$ cat config.mk
export PLATFORM = sky130hd
export DESIGN_NAME = pid_pump_speed_controller
export DESIGN_NICKNAME = d
export VERILOG_FILES = /design/src/rtl/pps_pkg.sv /design/src/rtl/pid_pump_speed_controller.sv
export SDC_FILE = /design/constraint.sdc
export NUM_CORES = 2
export LEC_CHECK = 0
export ABC_AREA = 1
export BUFFER_PORTS_ARGS = -buffer_cell sky130_fd_sc_hd__buf_2
export CELL_PAD_IN_SITES_DETAIL_PLACEMENT = 1
export CELL_PAD_IN_SITES_GLOBAL_PLACEMENT = 1
export CORE_UTILIZATION = 50
export DETAILED_ROUTE_END_ITERATION = 8
export GPL_TIMING_DRIVEN = 1
export PLACE_DENSITY = 0.85
export SETUP_SLACK_MARGIN = 0.3
export SLEW_MARGIN = 10
export SYNTH_ARGS = -nofsm -noshare
export SYNTH_HDL_FRONTEND = slang
export SYNTH_SLANG_ARGS = --single-unit
$ cat constraint.sdc
create_clock -name clk -period 36.4 [get_ports clk]
set_input_delay 3.64 -clock clk [delete_from_list [all_inputs] [get_ports clk]]
set_output_delay 3.64 -clock clk [all_outputs]
set_load 0.1 [all_outputs]
$ cat src/rtl/pps_pkg.sv
// Shared constants and types for the pump speed PID controller.
// No dependencies; imported by pid_pump_speed_controller.
`timescale 1ns / 1ps

package pps_pkg;

    // Configuration register indexes
    typedef enum logic [2:0] {
        REG_TARGET_TEMP = 3'd0,
        REG_PROP_GAIN   = 3'd1,
        REG_INTEG_GAIN  = 3'd2,
        REG_DERIV_GAIN  = 3'd3,
        REG_FLUSH_MODE  = 3'd4
    } cfg_idx_t;

    localparam int CFG_IDX_W  = 3;
    localparam int CFG_DATA_W = 20;
    localparam int TEMP_W     = 12;
    localparam int GAIN_W     = 20;
    localparam int ERR_W      = 13;
    localparam int DERR_W     = 14;
    localparam int INTEG_W    = 32;
    localparam int DRIVE_W    = 13;
    localparam int ACC_W      = 54;
    localparam int Y_W        = 23;
    localparam int RECIP_W    = 24;
    localparam int RECIP_SH   = 33;

    // Reset values of the configuration registers
    localparam logic signed [TEMP_W-1:0] TARGET_RST = 12'sd800;
    localparam logic [GAIN_W-1:0]        PROP_RST   = 20'd45000;
    localparam logic [GAIN_W-1:0]        INTEG_RST  = 20'd10000;
    localparam logic [GAIN_W-1:0]        DERIV_RST  = 20'd300000;

    // Drive limits and flush value
    localparam logic [DRIVE_W-1:0] DRIVE_MIN   = 13'd1350;
    localparam logic [DRIVE_W-1:0] DRIVE_MAX   = 13'd8190;
    localparam logic [DRIVE_W-1:0] DRIVE_FLUSH = 13'd5000;

    // Accumulator thresholds (drive * 160000)
    localparam logic signed [ACC_W-1:0] ACC_CLIP_LO = 54'sd216000000;   // 1350
    localparam logic signed [ACC_W-1:0] ACC_PIN_LO  = 54'sd216160000;   // 1351
    localparam logic signed [ACC_W-1:0] ACC_PIN_HI  = 54'sd1310400000;  // 8190

    // 160000 = 256 * 625: shift by 8, then reciprocal multiply for /625
    localparam logic [Y_W-1:0]     Y_MIN = 23'd843750;   // 1350 * 625
    localparam logic [Y_W-1:0]     Y_MAX = 23'd5118750;  // 8190 * 625
    localparam logic [RECIP_W-1:0] RECIP = 24'd13743896; // ceil(2^33 / 625)

    localparam logic signed [INTEG_W:0] INTEG_HI = 33'sd2147483647;
    localparam logic signed [INTEG_W:0] INTEG_LO = -33'sd2147483648;

endpackage

$ cat src/rtl/pid_pump_speed_controller.sv
// Pump speed PID controller with conditional-integration anti-windup.
// Depends on pps_pkg.
`timescale 1ns / 1ps

// Usage
// - Input channel: in_valid / in_stall with hot_temp (signed 1/16 degree).
//   One item in gives exactly one pump_drive item out.
// - Output channel: out_valid / out_stall with pump_drive (1350..8190, or
//   5000 in flush mode).
// - Config: cfg_we / cfg_index / cfg_data, written while no item is in flight.
//   Unknown indexes are ignored.
// - Three-stage pipeline: sample register, loop stage (PID products, integral
//   update, clip compares), scale stage (divide by 160000 via shift and
//   reciprocal multiply).
// - Throughput is one item per cycle while out_stall is low. The loop stage
//   holds the only feedback path: the integral and the pinned-at-limit flags
//   are updated as each sample leaves it, so the next sample follows directly.
// - Output stall stops stages back to front; each stage still fills a bubble
//   ahead of it, so the block takes new items while a result waits.
// - Reset loads the register defaults, clears the integral and previous error,
//   and marks the previous drive as pinned low (drive of zero).

module pid_pump_speed_controller
    import pps_pkg::*;
(
    input  logic                      clk,
    input  logic                      rst_n,
    input  logic                      in_valid,
    output logic                      in_stall,
    input  logic signed [TEMP_W-1:0]  hot_temp,
    output logic                      out_valid,
    input  logic                      out_stall,
    output logic [DRIVE_W-1:0]        pump_drive,
    input  logic                      cfg_we,
    input  logic [CFG_IDX_W-1:0]      cfg_index,
    input  logic [CFG_DATA_W-1:0]     cfg_data
);

    // Config registers
    logic signed [TEMP_W-1:0] target_reg;
    logic [GAIN_W-1:0]        prop_reg;
    logic [GAIN_W-1:0]        integ_gain_reg;
    logic [GAIN_W-1:0]        deriv_reg;
    logic                     flush_reg;

    // Loop state
    logic signed [INTEG_W-1:0] integ_reg;
    logic signed [INTEG_W-1:0] integ_next;
    logic signed [ERR_W-1:0]   prev_err_reg;
    logic                      drv_hi_reg;   // previous drive at 8190
    logic                      drv_lo_reg;   // previous drive at the 1350 floor (or zero)

    // Pipeline
    logic                     s1_valid_reg;
    logic signed [TEMP_W-1:0] s1_temp_reg;
    logic                     s2_valid_reg;
    logic [Y_W-1:0]           y_reg;
    logic [Y_W-1:0]           y_next;
    logic                     s2_flush_reg;
    logic                     out_valid_reg;
    logic [DRIVE_W-1:0]       drive_reg;
    logic [DRIVE_W-1:0]       drive_next;

    logic s1_ready, s2_ready, s3_ready;
    logic in_fire, s1_fire, s2_fire;

    // Loop stage datapath
    logic signed [ERR_W-1:0]    err;
    logic signed [DERR_W-1:0]   derr;
    logic                       hold;
    logic signed [INTEG_W:0]    isum;
    logic signed [GAIN_W:0]     prop_s, integ_s, deriv_s;
    logic signed [GAIN_W+ERR_W-1:0]   prod_p;
    logic signed [GAIN_W+DERR_W-1:0]  prod_d;
    logic signed [GAIN_W+INTEG_W:0]   prod_i;
    logic signed [ACC_W-1:0]    acc;
    logic [Y_W+RECIP_W-1:0]     q_prod;

    // Handshake
    assign s3_ready = !out_valid_reg || !out_stall;
    assign s2_ready = !s2_valid_reg || s3_ready;
    assign s1_ready = !s1_valid_reg || s2_ready;
    assign in_stall = !s1_ready;
    assign in_fire  = in_valid && s1_ready;
    assign s1_fire  = s1_valid_reg && s2_ready;
    assign s2_fire  = s2_valid_reg && s3_ready;

    assign out_valid  = out_valid_reg;
    assign pump_drive = drive_reg;

    // Error, derivative and integral with anti-windup hold
    always_comb
    begin
        err  = ERR_W'(s1_temp_reg) - ERR_W'(target_reg);
        derr = DERR_W'(err) - DERR_W'(prev_err_reg);
        hold = (drv_hi_reg && (err > 0)) || (drv_lo_reg && (err < 0));
        isum = (INTEG_W+1)'(integ_reg) + (INTEG_W+1)'(err);
        if (hold)
        begin
            integ_next = integ_reg;
        end
        else if (isum > INTEG_HI)
        begin
            integ_next = INTEG_HI[INTEG_W-1:0];
        end
        else if (isum < INTEG_LO)
        begin
            integ_next = INTEG_LO[INTEG_W-1:0];
        end
        else
        begin
            integ_next = isum[INTEG_W-1:0];
        end
    end

    // Gain products and weighted sum (prop x10, deriv x50)
    always_comb
    begin
        prop_s  = $signed({1'b0, prop_reg});
        integ_s = $signed({1'b0, integ_gain_reg});
        deriv_s = $signed({1'b0, deriv_reg});
        prod_p  = prop_s * err;
        prod_d  = deriv_s * derr;
        prod_i  = integ_s * integ_next;
        acc     = ACC_W'(prod_p) * 54'sd10 + ACC_W'(prod_d) * 54'sd50 + ACC_W'(prod_i);
    end

    // Clip in the accumulator domain, then drop the factor of 256
    always_comb
    begin
        if (acc < ACC_CLIP_LO)
        begin
            y_next = Y_MIN;
        end
        else if (acc >= ACC_PIN_HI)
        begin
            y_next = Y_MAX;
        end
        else
        begin
            y_next = acc[Y_W+7:8];
        end
    end

    // Divide by 625 (exact for y below 2^23)
    always_comb
    begin
        q_prod = (Y_W+RECIP_W)'(y_reg) * (Y_W+RECIP_W)'(RECIP);
        if (s2_flush_reg)
        begin
            drive_next = DRIVE_FLUSH;
        end
        else
        begin
            drive_next = q_prod[RECIP_SH+DRIVE_W-1:RECIP_SH];
        end
    end

    // Config writes
    always_ff @(posedge clk or negedge rst_n)
    begin
        if (!rst_n)
        begin
            target_reg     <= TARGET_RST;
            prop_reg       <= PROP_RST;
            integ_gain_reg <= INTEG_RST;
            deriv_reg      <= DERIV_RST;
            flush_reg      <= 1'b0;
        end
        else if (cfg_we)
        begin
            case (cfg_idx_t'(cfg_index))
                REG_TARGET_TEMP: target_reg     <= $signed(cfg_data[TEMP_W-1:0]);
                REG_PROP_GAIN:   prop_reg       <= cfg_data[GAIN_W-1:0];
                REG_INTEG_GAIN:  integ_gain_reg <= cfg_data[GAIN_W-1:0];
                REG_DERIV_GAIN:  deriv_reg      <= cfg_data[GAIN_W-1:0];
                REG_FLUSH_MODE:  flush_reg      <= cfg_data[0];
                default:         ;
            endcase
        end
    end

    // Loop state and pipeline control
    always_ff @(posedge clk or negedge rst_n)
    begin
        if (!rst_n)
        begin
            s1_valid_reg  <= 1'b0;
            s2_valid_reg  <= 1'b0;
            out_valid_reg <= 1'b0;
            integ_reg     <= '0;
            prev_err_reg  <= '0;
            drv_hi_reg    <= 1'b0;
            drv_lo_reg    <= 1'b1;
        end
        else
        begin
            if (s1_ready)
            begin
                s1_valid_reg <= in_valid;
            end
            if (s2_ready)
            begin
                s2_valid_reg <= s1_valid_reg;
            end
            if (s3_ready)
            begin
                out_valid_reg <= s2_valid_reg;
            end
            if (s1_fire)
            begin
                integ_reg    <= integ_next;
                prev_err_reg <= err;
                drv_hi_reg   <= !flush_reg && (acc >= ACC_PIN_HI);
                drv_lo_reg   <= !flush_reg && (acc < ACC_PIN_LO);
            end
        end
    end

    // Payload registers
    always_ff @(posedge clk)
    begin
        if (in_fire)
        begin
            s1_temp_reg <= hot_temp;
        end
        if (s1_fire)
        begin
            y_reg        <= y_next;
            s2_flush_reg <= flush_reg;
        end
        if (s2_fire)
        begin
            drive_reg <= drive_next;
        end
    end

    // Assertions
    a_drive_range: assert property (@(posedge clk) disable iff (!rst_n)
        out_valid_reg |-> (drive_reg >= DRIVE_MIN) && (drive_reg <= DRIVE_MAX))
        else $error("pump_drive out of range");

    a_pin_exclusive: assert property (@(posedge clk) disable iff (!rst_n)
        $onehot0({drv_hi_reg, drv_lo_reg}))
        else $error("drive pinned at both limits");

    a_y_range: assert property (@(posedge clk) disable iff (!rst_n)
        s2_valid_reg |-> (y_reg >= Y_MIN) && (y_reg <= Y_MAX))
        else $error("scaled sum outside clip range");

    a_hold_low: assert property (@(posedge clk) disable iff (!rst_n)
        (s1_fire && drv_lo_reg && (err < 0)) |=> (integ_reg == $past(integ_reg)))
        else $error("integral moved while pinned low");

    a_hold_high: assert property (@(posedge clk) disable iff (!rst_n)
        (s1_fire && drv_hi_reg && (err > 0)) |=> (integ_reg == $past(integ_reg)))
        else $error("integral moved while pinned high");

endmodule
# Word level (Yosys, flattened, before mapping)
# Cells that the tools add are included.
# op_classes
n_shift,0
order_cmp,7
n_eq_ne,4
bitwise,0
n_mul,6
muxes,4
reduce_logical,24
n_addsub,5
n_div,0
# ops
cell,n
$lt 54x29->1 const B,2
$mux 32,3
$add 42x53->54,1
$ge 54x32->1 const B,1
$mul 21x32->53,1
$mul 23x21->43 const B,1
$add 38x41->42,1
$mul 34x6->40 const B,1
$mul 33x4->37 const B,1
$mul 21x14->34,1
$add 32x13->33,1
$gt 33x32->1 const B,1
$lt 33x32->1 const B,1
$mul 21x13->33,1
$mux 23,1
$sub 13x13->14,1
$gt 13x1->1 const B,1
$lt 13x1->1 const B,1
$sub 12x12->13,1
$reduce_and 2->1,5
$logic_and 1x1->1,7
$eq 3x2->1 const B,2
$logic_not 1->1,6
$logic_or 1x1->1,4
4 further kinds,4
# totals
rom_bits,0
ram_bits,0
word_cells,67
memories,0
in_bits,40
latch_bits,0
regBits,172

# Depth between registers and ports, before layout
# depth
word_depth,10
mapped_depth,91
depth_no_buf,87

# Worst setup path after synthesis
# OpenSTA, ideal clock, no wires.
# synth_path
kind,register to register
startpoint,reg target_reg[0]
endpoint,"reg y_reg[13], data pin"
synth_period_minus_slack_ns,15.345
setup_ns,0.268
t_arrival_ns,15.077
setup_slack_ns,21.055
path_stages_with_launch,85
n_path_buf,4
path_cell_list,dfrtp_1 > ha_1 > fa_1 > inv_1 > nand3_1 > nand2_1 > nand2_1 > nand2_1 > a21oi_1 > or2_1 > nand2_2 > clkinv_1 > clkbuf_1 > ha_1 > nand2_1 > nor3_1 > a21oi_1 > or2_1 > [... 49 more ...] > nand2_1 > nor3_1 > nand2_1 > nor2_1 > nand2_1 > nand3_1 > nand2_1 > nand2_1 > nand3_1 > nor2_1 > nand2_1 > nor2_1 > nand3_1 > nand2_1 > nand2_1 > buf_2 > nand2_2 > nor2_1
# synth_via
elab_chain_len,10
elab_cells_between_ends,23
classes_between,add/sub (5); mul (5); order compare (6); mux (3); reduce/logical (4)
# synth_rtl
item,line_no,text
start: declaration,pid_pump_speed_controller.sv:40,logic signed [TEMP_W-1:0] target_reg;
start signal: assignment,pid_pump_speed_controller.sv:173,REG_TARGET_TEMP: target_reg <= $signed(cfg_data[TEMP_W-1:0]);
$sub 12x12->13 *,pid_pump_speed_controller.sv:94,err = ERR_W'(s1_temp_reg) - ERR_W'(target_reg);
named net err[6],pid_pump_speed_controller.sv:68,logic signed [ERR_W-1:0] err;
branches (longest 6 deep; another with $add 38x41->42),--,
$add 42x53->54 *,pid_pump_speed_controller.sv:125,acc = ACC_W'(prod_p) * 54'sd10 + ACC_W'(prod_d) * 54'sd50 + ACC_W'(prod_i);
$lt 54x29->1 / $ge 54x32->1 (equally long branches),"pid_pump_speed_controller.sv:131, pid_pump_speed_controller.sv:135",
$reduce_or 2->1 (no line),--,
end signal: assignment,pid_pump_speed_controller.sv:229,y_reg <= y_next;
end: declaration,pid_pump_speed_controller.sv:57,logic [Y_W-1:0] y_reg;
# Mark *: on every way through the listed nets, which the timed path passes.
# A chain may end at the register's enable or synchronous reset.

# Worst setup path in the final report
# layout_path
startpoint,reg target_reg[0]
endpoint,"reg y_reg[13], data pin"
# layout_via
elab_chain_len,10
elab_cells_between_ends,23
classes_between,add/sub (5); mul (5); order compare (6); mux (3); reduce/logical (4)
# layout_rtl
item,line_no
$sub 12x12->13 *,pid_pump_speed_controller.sv:94
branches (longest 6 deep; another with $add 38x41->42),--
$add 42x53->54 *,pid_pump_speed_controller.sv:125
$lt 54x29->1 / $ge 54x32->1 (equally long branches),"pid_pump_speed_controller.sv:131, pid_pump_speed_controller.sv:135"
$reduce_or 2->1 (no line),--
# Mark *: on every way between the ends.

==> impl_metrics.csv <==
group,metric,value,unit
run_status,status,"complete, no violations",
cts,tritoncts_num_sinks,172,
detailed_routing,route.vias.total,58400,
timing,fin_skew,0.0310,ns
cts,tritoncts.num_buffers,17,
logic_synthesis,top_cell_type_by_total_area_after_synthesis,"fa_1",
worst_setup_path,worst_r2r_startpoint,"target_reg[0]",
cts,cts_htree_levels,4,
placement,numPortBuffers,54,
grt,grt_max_degree,84,
grt,antenna_found_initial,10,
timing,setup-tns-final,0,ns
cells_and_area,post_synthesis_to_final_layout_area_growth,3.96,%
worst_setup_path,critical_path_capture_point_type,"register",
detailed_routing,detail_route.wirelength,248,mm
logic_synthesis,synth.top_cell.area_share,39.9,%
timing,max_slew_violations,0,
worst_setup_path,path_max_fanout,20,
detailed_routing,routedWlPerCell,24.4,um
floorplan,floorplan.initialDensity,50.4,%
cells_and_area,fillerInstances,16800,
detailed_routing,residual_drc,0,
logic_synthesis,most_common_flop_cell_mapped_by_yosys,"dfrtp_1",
logic_synthesis,cell_count_after_synthesis,8470,
worst_setup_path,crit_required,36.67,ns
cts,worstSkewPairLatency,0.57,ns
cells_and_area,final_net_count,10600,
logic_synthesis,yosysWarningCount,0,
cells_and_area,largest_register_ffs,32,
timing,clock.fmax,53.0,MHz
floorplan,die_w,371,um
worst_setup_path,reg2regPathDepth,73,
worst_setup_path,worstSetupPathType,"register to register",
timing,grt_setup_unrepaired,"no",
timing,layout_min_cycle_time,18.86,ns
timing,timing.final.crit_share,51.8,%
cells_and_area,post-route-util,52.4,%
logic_synthesis,synth.cell_area,68300,um2
logic_synthesis,synth-edff-count,49,
grt,groute.usage.overall,36.9,%
cts,max-clock-path-buffers,2,
grt,gr-total-overflow,0,
floorplan,core_area,135000,um2
logic_synthesis,synth-xor-area-share,2.54,%
logic_synthesis,synth.distinct_cells,57,
grt,vias_in_the_first_global_route,64800,
worst_hold_path,timing.hold.worst.start,"s2_valid_reg",
worst_hold_path,hold-path-endpoint,"out_valid",
worst_setup_path,path_common_cell,"nand2_1",
logic_synthesis,synth_seq_area_share,6.71,%
logic_synthesis,async_reset_ff_share,71.5,%
logic_synthesis,adder_cell_area_share_of_the_yosys_netlist,54.2,%
logic_synthesis,post_synth.cell_area_avg,8.06,um2
logic_synthesis,netlist_top_cells_area,"fa_1, ha_1, inv_1, nand2_1, nor2_1",
floorplan,core.rowCount,135,
worst_setup_path,rr_endpoint,"y_reg[13]",
logic_synthesis,yosys.area_share.simple,18.3,%
detailed_routing,number_of_drc_markers_in_iteration_0,4596,
detailed_routing,drt-vias-per-instance,5.73,
floorplan,fp.dieH,371,um
detailed_routing,dr.pass1.iters,6,
logic_synthesis,multiplexer_fraction_of_the_synthesized_cell_area,0,%
logic_synthesis,synth.net_count,10600,
placement,globalplace.congestion,1.02,
cts,clock_pin_transition_on_the_worst_setup_and_hold_timing_paths,0.08,ns
floorplan,die_area,138000,um2
worst_setup_path,critical-path-slowest-cell,"clkinv_1",
cts,cts_root_buf,"clkbuf_16",
cts,postCtsHoldBufs,0,
timing,finalSetupViolations,0,
worst_setup_path,slowest_delay,0.76,ns
worst_hold_path,min_path_cells,2,
worst_setup_path,setup.worst_path.start_class,"register",
timing,tightest_slew,1.25,ns
placement,dp.final_hpwl,215,mm
worst_setup_path,critPathArrivalTime,19.13,ns
cts,tritoncts,"yes",
logic_synthesis,ys_ff_latch,172,
cts,number_of_buffers_inserted_to_repair_setup_after_cts,0,
worst_setup_path,worst_setup_path_startpoint,"target_reg[0]",
logic_synthesis,synth_compound_gate_area_share,5.39,%
job,drv_cap,0,
cts,post_cts.resized_instances,0,
grt,grt_pass1_wl,381,mm
timing,maxSlewHeadroom,16.1,%
logic_synthesis,synth_top_family_by_area,"adder cells",
cells_and_area,layout-drive-gt1-share,3.36,%
worst_setup_path,r2r_setup_slack,17.54,ns
worst_hold_path,hp-class,"register to register",
detailed_routing,antenna_violating_nets_post_route,0,
timing,report.final.hold_viol_count,0,
floorplan,floorplan.io_pins,55,
-- cell usage after synthesis (all sizes together), types with 7 or more instances --
| cell type | count |
|---|---|
| inv | 2060 |
| nand2 | 1464 |
| fa | 1359 |
| nor2 | 792 |
| ha | 780 |
| nand3 | 583 |
| a21oi | 306 |
| o21ai | 245 |
| clkbuf | 147 |
| xor2 | 107 |
| dfrtp | 97 |
| xnor2 | 89 |
| buf | 86 |
| nand4 | 53 |
| edfxtp | 49 |
| nor3 | 41 |
| dfstp | 26 |
| or2 | 23 |
| o21bai | 22 |
| a31oi | 18 |
| nand3b | 18 |
| o21a | 16 |
| a21o | 14 |
| clkinv | 12 |
| nor4 | 12 |
| a21boi | 11 |
| o211ai | 7 |
-- worst max-delay path: cells and delay by family, from the launching register on --
family | cells | cell delay, ns
AO/OA/AOI/OAI | 11 | 2.88
XOR/XNOR | 2 | 0.55
adder cells (fa/ha/maj) | 18 | 7.91
buffers and inverters | 8 | 2.09
flip-flops | 1 | 0.40
AND/OR/NAND/NOR | 34 | 4.74
-- logic make-up (layout without fill, tap and decap cells) --
| family | count (synthesis) | in the layout |
|---|---|---|
| xor+xnor | 196 | 196 |
| simple gates | 2989 | 2989 |
| compound gates | 669 | 669 |
| buf+inv | 2305 | 2239 |
| fa+ha+maj | 2139 | 2139 |
| flops | 172 | 172 |
| other cells | 0 | 1 |
-- stage by stage --
stage	setup WS [ns]	cell area (um2)	std cells	hold WS, ns
after floorplan	21.05	68300	8470	0.433
after global placement	18.42	70400	10200	0.445
after detailed placement	17.72	70400	10200	0.473
after CTS	17.63	71000	10200	0.498
after global routing	16.14	71000	10200	0.516
final	17.54	71000	10200	0.489
-- worst max path at each step --
stage / to / slack (ns)
after detailed placement: y_reg[13] / 17.72
after CTS: y_reg[13] / 17.63
final: y_reg[13] / 17.54
after floorplan: y_reg[13] / 21.05
after global placement: y_reg[13] / 18.42
after global routing: y_reg[13] / 16.14
-- layer usage --
metal	share of wire, %	global-route usage, %	up-vias
met4	5.2	17.7	18
met2	47	59.3	2369
met5	0.049	0	-
met3	8.9	9.23	698
li1	-	-	25400
met1	39	46.5	29900
-- final cells by class --
cell class | count | area [um2] | share of cell area, %
clock inverter | 15 | 176 | 0.249
sequential | 172 | 4580 | 6.46
timing repair buffer | 135 | 885 | 1.25
clock buffer | 17 | 425 | 0.599
multi-input combinational | 5993 | 54900 | 77.3
antenna | 1 | 2.50 | 0.00353
tap | 1781 | 2230 | 3.14
inverter | 2072 | 7780 | 11.0
-- layout by cell type, fill, tap and decap left out, types with 52 or more instances in the layout --
cell / synthesis / final
inv_1: 2055 / 2054
nand2_1: 1418 / 1417
fa_1: 1359 / 1359
nor2_1: 788 / 788
ha_1: 780 / 780
nand3_1: 578 / 578
a21oi_1: 304 / 304
o21ai_0: 239 / 239
xor2_1: 106 / 105
dfrtp_1: 97 / 97
xnor2_1: 89 / 89
buf_4: 4 / 81
buf_2: 70 / 53
nand4_1: 52 / 52
Power is not shown: default switching activity piles up to over one toggle a cycle in this logic, so the estimate is an artifact.
